## config.mk

```make
export PLATFORM = sky130hd
export DESIGN_NAME = spi_response_frame_parser
export DESIGN_NICKNAME = d
export VERILOG_FILES = /design/src/rtl/spf_pkg.sv /design/src/rtl/spf_parser.sv /design/src/rtl/spi_response_frame_parser.sv
export SDC_FILE = /design/constraint.sdc
export NUM_CORES = 1
export LEC_CHECK = 0
export BUFFER_PORTS_ARGS = -buffer_cell sky130_fd_sc_hd__buf_4
export CAP_MARGIN = 20
export CELL_PAD_IN_SITES_DETAIL_PLACEMENT = 1
export CELL_PAD_IN_SITES_GLOBAL_PLACEMENT = 1
export CORE_MARGIN = 5
export CORE_UTILIZATION = 44
export CTS_BUF_LIST = sky130_fd_sc_hd__clkbuf_8
export DETAILED_ROUTE_END_ITERATION = 16
export PLACE_DENSITY_LB_ADDON = 0.08
export SLEW_MARGIN = 15
export SYNTH_ARGS = -nofsm -noshare
export SYNTH_HDL_FRONTEND = slang
export SYNTH_HIERARCHICAL = 1
export SYNTH_SLANG_ARGS = --single-unit
```

## constraint.sdc

```tcl
create_clock -name clk -period 2.8 [get_ports clk]
set_input_delay 0.42 -clock clk [delete_from_list [all_inputs] [get_ports clk]]
set_output_delay 0.42 -clock clk [all_outputs]
set_load 0.05 [all_outputs]
```

## src/rtl/spf_pkg.sv

```systemverilog
// Shared types and constants for the SPI response frame parser.
// No dependencies; imported by spf_parser and spi_response_frame_parser.
package spf_pkg;

	// Frame marker and shortest legal length byte
	localparam logic [7:0] HEADER_BYTE = 8'hAA;
	localparam logic [7:0] MIN_LENGTH  = 8'd3;

	// Parse status codes, as seen on the parse_status port
	typedef enum logic [1:0] {
		ST_OK       = 2'd0,
		ST_FRAME    = 2'd1,
		ST_CHECKSUM = 2'd2,
		ST_NONE     = 2'd3
	} spf_status_t;

	// Per-byte parse phase
	typedef enum logic [2:0] {
		PH_SEARCH  = 3'd0,
		PH_LENGTH  = 3'd1,
		PH_COMMAND = 3'd2,
		PH_FLAG    = 3'd3,
		PH_VALUE   = 3'd4,
		PH_PAYLOAD = 3'd5,
		PH_DONE    = 3'd6
	} spf_phase_t;

	// One transaction result handed from the parser to the output register
	typedef struct packed {
		spf_status_t status;
		logic [7:0]  command;
		logic [7:0]  flag;
		logic [7:0]  value;
	} spf_result_t;

endpackage

```

## src/rtl/spf_parser.sv

```systemverilog
// Per-byte frame parser state machine: position count, header search,
// length check, XOR checksum and capture of command/flag/value. Uses spf_pkg.
module spf_parser #(
	parameter int TRANSACTION_BYTES = 15
) (
	input  logic                clk,
	input  logic                arst_n,
	input  logic                step,
	input  logic [7:0]          rx_byte,
	output logic                last,
	output spf_pkg::spf_result_t result
);
	import spf_pkg::*;

	localparam int POS_W = $clog2(TRANSACTION_BYTES);
	localparam int SUM_W = ((POS_W > 8) ? POS_W : 8) + 1;
	localparam logic [POS_W-1:0] LAST_POS  = POS_W'(TRANSACTION_BYTES - 1);
	localparam logic [POS_W-1:0] HDR_LIMIT = POS_W'(TRANSACTION_BYTES - 3);
	localparam logic [SUM_W-1:0] TOTAL     = SUM_W'(TRANSACTION_BYTES);

	spf_phase_t        phase_q, phase_d;
	spf_status_t       status_q, status_d;
	logic [POS_W-1:0]  pos_q;
	logic [POS_W-1:0]  csum_pos_q, csum_pos_d;
	logic [7:0]        xor_q, xor_d;
	logic [7:0]        cmd_q, cmd_d;
	logic [7:0]        flag_q, flag_d;
	logic [7:0]        val_q, val_d;
	logic [SUM_W-1:0]  csum_sum;
	logic              len_bad;
	logic              at_csum;

	// Checksum position implied by the length byte
	assign csum_sum = SUM_W'(pos_q) + SUM_W'(rx_byte) + SUM_W'(1);
	assign len_bad  = (rx_byte < MIN_LENGTH) || (csum_sum >= TOTAL);
	assign at_csum  = (pos_q == csum_pos_q);
	assign last     = (pos_q == LAST_POS);

	// Next phase and decision
	always_comb begin
		phase_d  = phase_q;
		status_d = status_q;
		unique case (phase_q)
			PH_SEARCH: begin
				if (rx_byte == HEADER_BYTE) begin
					if (pos_q >= HDR_LIMIT) begin
						phase_d  = PH_DONE;
						status_d = ST_FRAME;
					end else begin
						phase_d = PH_LENGTH;
					end
				end
			end
			PH_LENGTH: begin
				if (len_bad) begin
					phase_d  = PH_DONE;
					status_d = ST_FRAME;
				end else begin
					phase_d = PH_COMMAND;
				end
			end
			PH_COMMAND, PH_FLAG, PH_VALUE, PH_PAYLOAD: begin
				if (at_csum) begin
					phase_d  = PH_DONE;
					status_d = (xor_q == rx_byte) ? ST_OK : ST_CHECKSUM;
				end else if (phase_q == PH_COMMAND) begin
					phase_d = PH_FLAG;
				end else if (phase_q == PH_FLAG) begin
					phase_d = PH_VALUE;
				end else if (phase_q == PH_VALUE) begin
					phase_d = PH_PAYLOAD;
				end
			end
			PH_DONE: begin
			end
			default: begin
				phase_d = PH_DONE;
			end
		endcase
	end

	// Datapath updates: checksum position, running XOR, held bytes
	always_comb begin
		csum_pos_d = csum_pos_q;
		xor_d      = xor_q;
		cmd_d      = cmd_q;
		flag_d     = flag_q;
		val_d      = val_q;
		if (phase_q == PH_LENGTH) begin
			csum_pos_d = csum_sum[POS_W-1:0];
			xor_d      = rx_byte;
		end else if ((phase_q == PH_COMMAND || phase_q == PH_FLAG ||
				phase_q == PH_VALUE || phase_q == PH_PAYLOAD) && !at_csum) begin
			xor_d = xor_q ^ rx_byte;
			if (phase_q == PH_COMMAND) cmd_d = rx_byte;
			if (phase_q == PH_FLAG)    flag_d = rx_byte;
			if (phase_q == PH_VALUE)   val_d = rx_byte;
		end
	end

	// Result of the transaction, meaningful on its last byte
	always_comb begin
		result.status  = (phase_d == PH_DONE) ? status_d : ST_NONE;
		result.command = (result.status == ST_OK) ? cmd_d  : 8'd0;
		result.flag    = (result.status == ST_OK) ? flag_d : 8'd0;
		result.value   = (result.status == ST_OK) ? val_d  : 8'd0;
	end

	// State registers; the last byte starts a fresh transaction
	always_ff @(posedge clk or negedge arst_n) begin
		if (!arst_n) begin
			phase_q    <= PH_SEARCH;
			status_q   <= ST_NONE;
			pos_q      <= '0;
			csum_pos_q <= '0;
			xor_q      <= '0;
			cmd_q      <= '0;
			flag_q     <= '0;
			val_q      <= '0;
		end else if (step) begin
			if (last) begin
				phase_q    <= PH_SEARCH;
				status_q   <= ST_NONE;
				pos_q      <= '0;
				csum_pos_q <= '0;
				xor_q      <= '0;
				cmd_q      <= '0;
				flag_q     <= '0;
				val_q      <= '0;
			end else begin
				phase_q    <= phase_d;
				status_q   <= status_d;
				pos_q      <= pos_q + POS_W'(1);
				csum_pos_q <= csum_pos_d;
				xor_q      <= xor_d;
				cmd_q      <= cmd_d;
				flag_q     <= flag_d;
				val_q      <= val_d;
			end
		end
	end

endmodule

```

## src/rtl/spi_response_frame_parser.sv

```systemverilog
// Top level of the SPI response frame parser: input register, parser, result register.
// Depends on spf_pkg and spf_parser.
//
//   channel  | handshake            | payload
//   ---------+----------------------+-----------------------------------------------
//   in       | in_valid / in_stall  | rx_byte
//   out      | out_valid / out_stall| parse_status, resp_command, resp_flag, resp_value
//
// One byte is taken per cycle unless in_stall is high; each byte waits in the
// input register and the parser state updates as it leaves. The last byte of
// a transaction loads the result register as it leaves. arst_n clears the
// parser to the start of a transaction and empties both registers. A stalled
// result only holds up the input when the byte waiting in the input register
// is the next transaction's last byte, which needs the result register.
module spi_response_frame_parser #(
	parameter int TRANSACTION_BYTES = 15
) (
	input  logic       clk,
	input  logic       arst_n,
	input  logic       in_valid,
	output logic       in_stall,
	input  logic [7:0] rx_byte,
	output logic       out_valid,
	input  logic       out_stall,
	output logic [1:0] parse_status,
	output logic [7:0] resp_command,
	output logic [7:0] resp_flag,
	output logic [7:0] resp_value
);
	import spf_pkg::*;

	logic        valid_s1;
	logic [7:0]  byte_s1;
	logic        advance_s1;
	logic        last;
	spf_result_t result;
	logic        out_valid_q;
	spf_result_t out_q;

	// The input stage moves on unless it holds a last byte and the result is blocked
	assign advance_s1 = valid_s1 && !(last && out_valid_q && out_stall);
	assign in_stall   = valid_s1 && !advance_s1;

	// Input register
	always_ff @(posedge clk or negedge arst_n) begin
		if (!arst_n) begin
			valid_s1 <= 1'b0;
		end else if (!in_stall) begin
			valid_s1 <= in_valid;
		end
	end

	always_ff @(posedge clk) begin
		if (in_valid && !in_stall) begin
			byte_s1 <= rx_byte;
		end
	end

	spf_parser #(
		.TRANSACTION_BYTES(TRANSACTION_BYTES)
	) u_parser (
		.clk    (clk),
		.arst_n (arst_n),
		.step   (advance_s1),
		.rx_byte(byte_s1),
		.last   (last),
		.result (result)
	);

	// Result register
	always_ff @(posedge clk or negedge arst_n) begin
		if (!arst_n) begin
			out_valid_q <= 1'b0;
		end else if (advance_s1 && last) begin
			out_valid_q <= 1'b1;
		end else if (!out_stall) begin
			out_valid_q <= 1'b0;
		end
	end

	always_ff @(posedge clk) begin
		if (advance_s1 && last) begin
			out_q <= result;
		end
	end

	assign out_valid    = out_valid_q;
	assign parse_status = out_q.status;
	assign resp_command = out_q.command;
	assign resp_flag    = out_q.flag;
	assign resp_value   = out_q.value;

endmodule
```

# == After elaboration in Yosys (flattened, before gate mapping) ==
# Cells that the tools add are included.
# op_classes
addsub,3
magnitude_cmp,3
eq_ne,12
muxes,37
n_bitwise,1
n_reduce_logical,22
# ops
operator,n
$mux W8,15
$mux W3,8
$mux W2,7
$eq A3 B3 Y1 const B,4
$mux W4,3
$pmux W3 S4,1
$add A4 B8 Y9,1
$add A9 B1 Y9 const B,1
$ge A9 B4 Y1 const B,1
$eq A8 B8 Y1,1
$eq A8 B8 Y1 const B,1
$lt A8 B2 Y1 const B,1
$xor A8 B8 Y8,1
$logic_and A1 B1 Y1,7
$eq A3 B2 Y1 const B,2
$pmux W2 S3,1
$add A4 B1 Y4 const B,1
$eq A4 B4 Y1,1
$eq A4 B4 Y1 const B,1
$ge A4 B4 Y1 const B,1
$logic_not A1 Y1,4
$logic_or A1 B1 Y1,4
$reduce_and A2 Y1,2
$reduce_or A4 Y1,1
7 further kinds,8
# totals
register_bits,81
inputBits,12
out_inout_bits,28
wordCells,93

# == Depth between registers and ports, before layout ==
# logic_depth
word_depth,9
depth_mapped,11
depth_no_buf,10

# == Cells and area by module ==
# The synthesis kept the hierarchy.
# modules_own_cells
mod,n_inst,cells_each,area_each_um2,seq_area_each_um2
spf_parser,1,343,2977.9,1128.6
spi_response_frame_parser,1,46,1126.1,1071.0

# == Worst setup path before layout ==
# Ideal clock, no wire load.
# synth_path
kind,register -> register
start,register u_parser.pos_q[0]
end,"register out_q, in the netlist parse_status[0] (enable)"
setup_time_ns,0.418
arrival_ns,2.463
setup_slack_ns,-0.081
stages_incl_launch_ff,7
n_path_buf,0
period_less_slack_ns,2.881
cell_sequence,dfrtp_1 > inv_1 > ha_1 > nand3_1 > clkinv_1 > nand2_1 > a21oi_1
# synth_between
elab_chain_cells,6
# synth_lines
item,line_no,text
start: declaration,spf_parser.sv:23,logic [POS_W-1:0] pos_q;
start signal: assignment,spf_parser.sv:133,pos_q <= pos_q + POS_W'(1);
$eq A4 B4 Y1 *,spf_parser.sv:37,assign last = (pos_q == LAST_POS);
named net last,spi_response_frame_parser.sv:35,logic last;
$logic_and A1 B1 Y1 (2 in series),spi_response_frame_parser.sv:41,assign advance_s1 = valid_s1 && !(last && out_valid_q && out_stall);
$logic_not A1 Y1,spi_response_frame_parser.sv:41,
$logic_and A1 B1 Y1,spi_response_frame_parser.sv:41,
$logic_and A1 B1 Y1 *,spi_response_frame_parser.sv:82,if (advance_s1 && last) begin
end signal: assignment,spi_response_frame_parser.sv:83,out_q <= result;
end: declaration,spi_response_frame_parser.sv:38,spf_result_t out_q;
# The timed path passes the listed nets; every way through them passes the cells marked *.
# A chain may end at the register's enable or synchronous reset.

==> flow_summary.ini <==
[sta]
holdWs_ns = 0.0791
finalCritPeriodShare_pct = 94.8
fin_crit_ns = 2.65
tightest_slew_ns = 0.652
slew_viol_final = 0
fin_setup_tns_ns = 0
clock_skew_ns = 0.0155
setup_violations = 0
hold_viol_final = 0
max_slew_margin_pct = 56.5
grt_setup_unrepaired = false
max_freq_ghz = 0.377

[worst_hold_path]
min_path_type = in -> async

[power]
p_clk_share_pct = 18.3
power_density_nw_per_um2 = 1010
power.total_w = 0.00482
p_sw_w = 0.00196
peakVddDrop_v = 0.000387
p_comb_share_pct = 43.0
swShare_pct = 40.7
p_leak_nw = 2.04
p_seq_share_pct = 38.7
p_int_w = 0.00286

[route]
via_per_inst = 5.75
vias = 3147
postRouteAntennaNets = 0
drtIter0Drc = 128
wire_per_inst_microns = 20.6
drtPass1Iterations = 4
drc = 0
routed_wl_microns = 11300

[synthesis]
syn_avg_cell_area_sq_um = 10.5
synth.most_common_cell = nand2_1
synth_seq_cells = 81
synth_area_leaders = dfrtp_1, edfxtp_1, o2bb2ai_1, nand2_1, mux2i_1
yosys_warnings = 6
synth_area_leader_cell = dfrtp_1
synth_top_area_share_pct = 27.4
synth_edf_count = 34
synth_common_cells = nand2_1, dfrtp_1, edfxtp_1
async_reset_ff_share_pct = 58.0
yosys_most_used_dff = dfrtp_1
synth_cells = 389
netlist_area_sq_um = 4100
syn-num-nets = 409
synthDistinctLibCells = 55
ys_seq_area_share_pct = 53.6

[critical_path]
critical_path_arrival_ns = 2.87
crit_type = reg -> reg
cpPeakStageDelay_ns = 0.45
worstPathCellList = inv_1 -> ha_1 -> inv_1 -> fa_1 -> xnor2_2 -> nor4b_1 -> mux2_2 -> o31a_1 -> a211o_1 -> nand3_1
crit_buf_inv = 2
crit_slowest_cell = dfrtp_1
crit_family = adder cells
worstPathRequired_ns = 3.01
cpMostUsedCell = inv_1
crit_path_end_kind = flip-flop
critPathMaxFanout = 5
startpoint_type = flip-flop

[floorplan]
die_area_sq_um = 11400
die_x_microns = 107
rows = 35
io_pins = 40
initial_utilization_pct = 44.8
die_h_microns = 107
core_sq_um = 9150

[global_routing]
grtUsageMet2_pct = 34.5
grt_pass1_vias = 3392
antenna_found_initial = 0
grt_pass1_wl_microns = 18400
gr-usage-met3_pct = 3.49
grt_overflow_total = 0
grt_max_degree = 48
grt_busiest_layer = met2
grt_use_met1_pct = 27.6
track_usage_pct = 20.7

[clock_network]
numCtsBuffers = 9
cts_hold_buf = 0
htree_levels = 3
cts_setup_buffers = 0
cts_num_sinks = 81
clock_latency_ns = 0.37
cts_tree = yes
path_clk_slew_ns = 0.09
root_buffer = clkbuf_8
ctsResizeCount = 0
cts_buffer_depth = 2

[placement]
gp_congestion = 0.847
hpwl_microns = 7730
io_buffer_count = 39
dp_cells = 531
dpl_cell_area_sq_um = 4560

[final_layout]
nets = 451
fin_cells = 547
drive_gt1_share_pct = 21.3
final_area_sq_um = 4760
antennaDiodeCount = 0
syn2layout_area_growth_pct = 15.9

[flow_run]
drv_cap = 0

[run_status]
status = complete, no violations
path summary, 6_finish.rpt:
path                                         start                  end  slack [ns]  cells past startpoint
worst min register to register  u_parser/flag_q[3]   u_parser/flag_q[3]        0.49                      2
max in group asynchronous                   arst_n  u_parser/phase_q[2]        2.28                      1
worst max-delay path             u_parser/pos_q[0]      parse_status[1]        0.15                     10
min in group clk                        rx_byte[5]           byte_s1[5]        0.23                      1
worst min-delay path                        arst_n             valid_s1        0.08                      1
worst max register to register   u_parser/pos_q[0]      parse_status[1]        0.15                     10
through the flow:
stage / util [%] / setup slack [ns]
floorplan: - / 0.237
global placement: 49.8 / 0.217
detailed placement: 49.8 / 0.132
CTS: 51.9 / 0.105
global route: 52.0 / 0.00857
finish: 52.0 / 0.146
metal layers:
layer  up-vias  routed length [microns]
li1       1475                        -
met1      1602                     5070
met2        59                     5570
met3        11                      490
met4         0                      155
met5         -                        0
power groups by stage:
| stage | Sequential [W] | Combinational (W) | Clock [W] |
|---|---|---|---|
| floorplan | 0.00182 | 0.00152 | 0 |
| global placement | 0.00187 | 0.00196 | 0 |
| detailed placement | 0.00189 | 0.00204 | 0 |
| CTS | 0.00187 | 0.00205 | 0.000895 |
| global route | 0.00191 | 0.00228 | 0.000958 |
| finish | 0.00187 | 0.00207 | 0.000883 |
sequential cells by signal (all words and copies together), names as in the netlist:
signal               flops
u_parser/status_q        2
u_parser/pos_q           4
u_parser/phase_q         3
parse_status             2
resp_command             8
u_parser/flag_q          8
u_parser/csum_pos_q      4
out_valid                1
byte_s1                  8
u_parser/xor_q           8
resp_flag                8
valid_s1                 1
u_parser/val_q           8
u_parser/cmd_q           8
resp_value               8
final cells by class:
cell class / count / area (sq um)
fill: 1037 / 4400
sequential: 81 / 2200
multi-input combinational: 263 / 1700
timing repair buffer: 58 / 460
tap: 111 / 139
clock buffer: 9 / 124
clock inverter: 7 / 68.8
inverter: 18 / 67.6
cells in the final DEF (no fill, tap or decap), drive strengths merged, types with 2 or more instances in the layout:
cell type,n
edfxtp,34
or2,3
nand2,55
o22ai,9
inv,21
clkbuf,9
a21oi,23
nor2,34
a31oi,10
dfstp,2
nor4b,3
nor2b,2
dfrtp,45
nand4,7
xor2,2
nand3,7
o21ai,21
buf,58
ha,7
clkinv,3
nand2b,4
mux2,2
a22oi,2
o2bb2ai,24
nor3,3
xnor2,13
mux2i,15
nor4,2
logic make-up (layout without fill, tap and decap cells):
group	after synthesis	in the layout	synth area share [%]
AND/OR/NAND/NOR	123	123	14.3
AO/OA/AOI/OAI	100	100	16.6
flip-flops	81	81	53.6
buffers and inverters	45	92	5.46
multiplexers	17	17	4.21
XOR/XNOR	15	15	3.20
adder cells (fa/ha/maj)	8	8	2.62
Power figures use the tool's default switching activity.
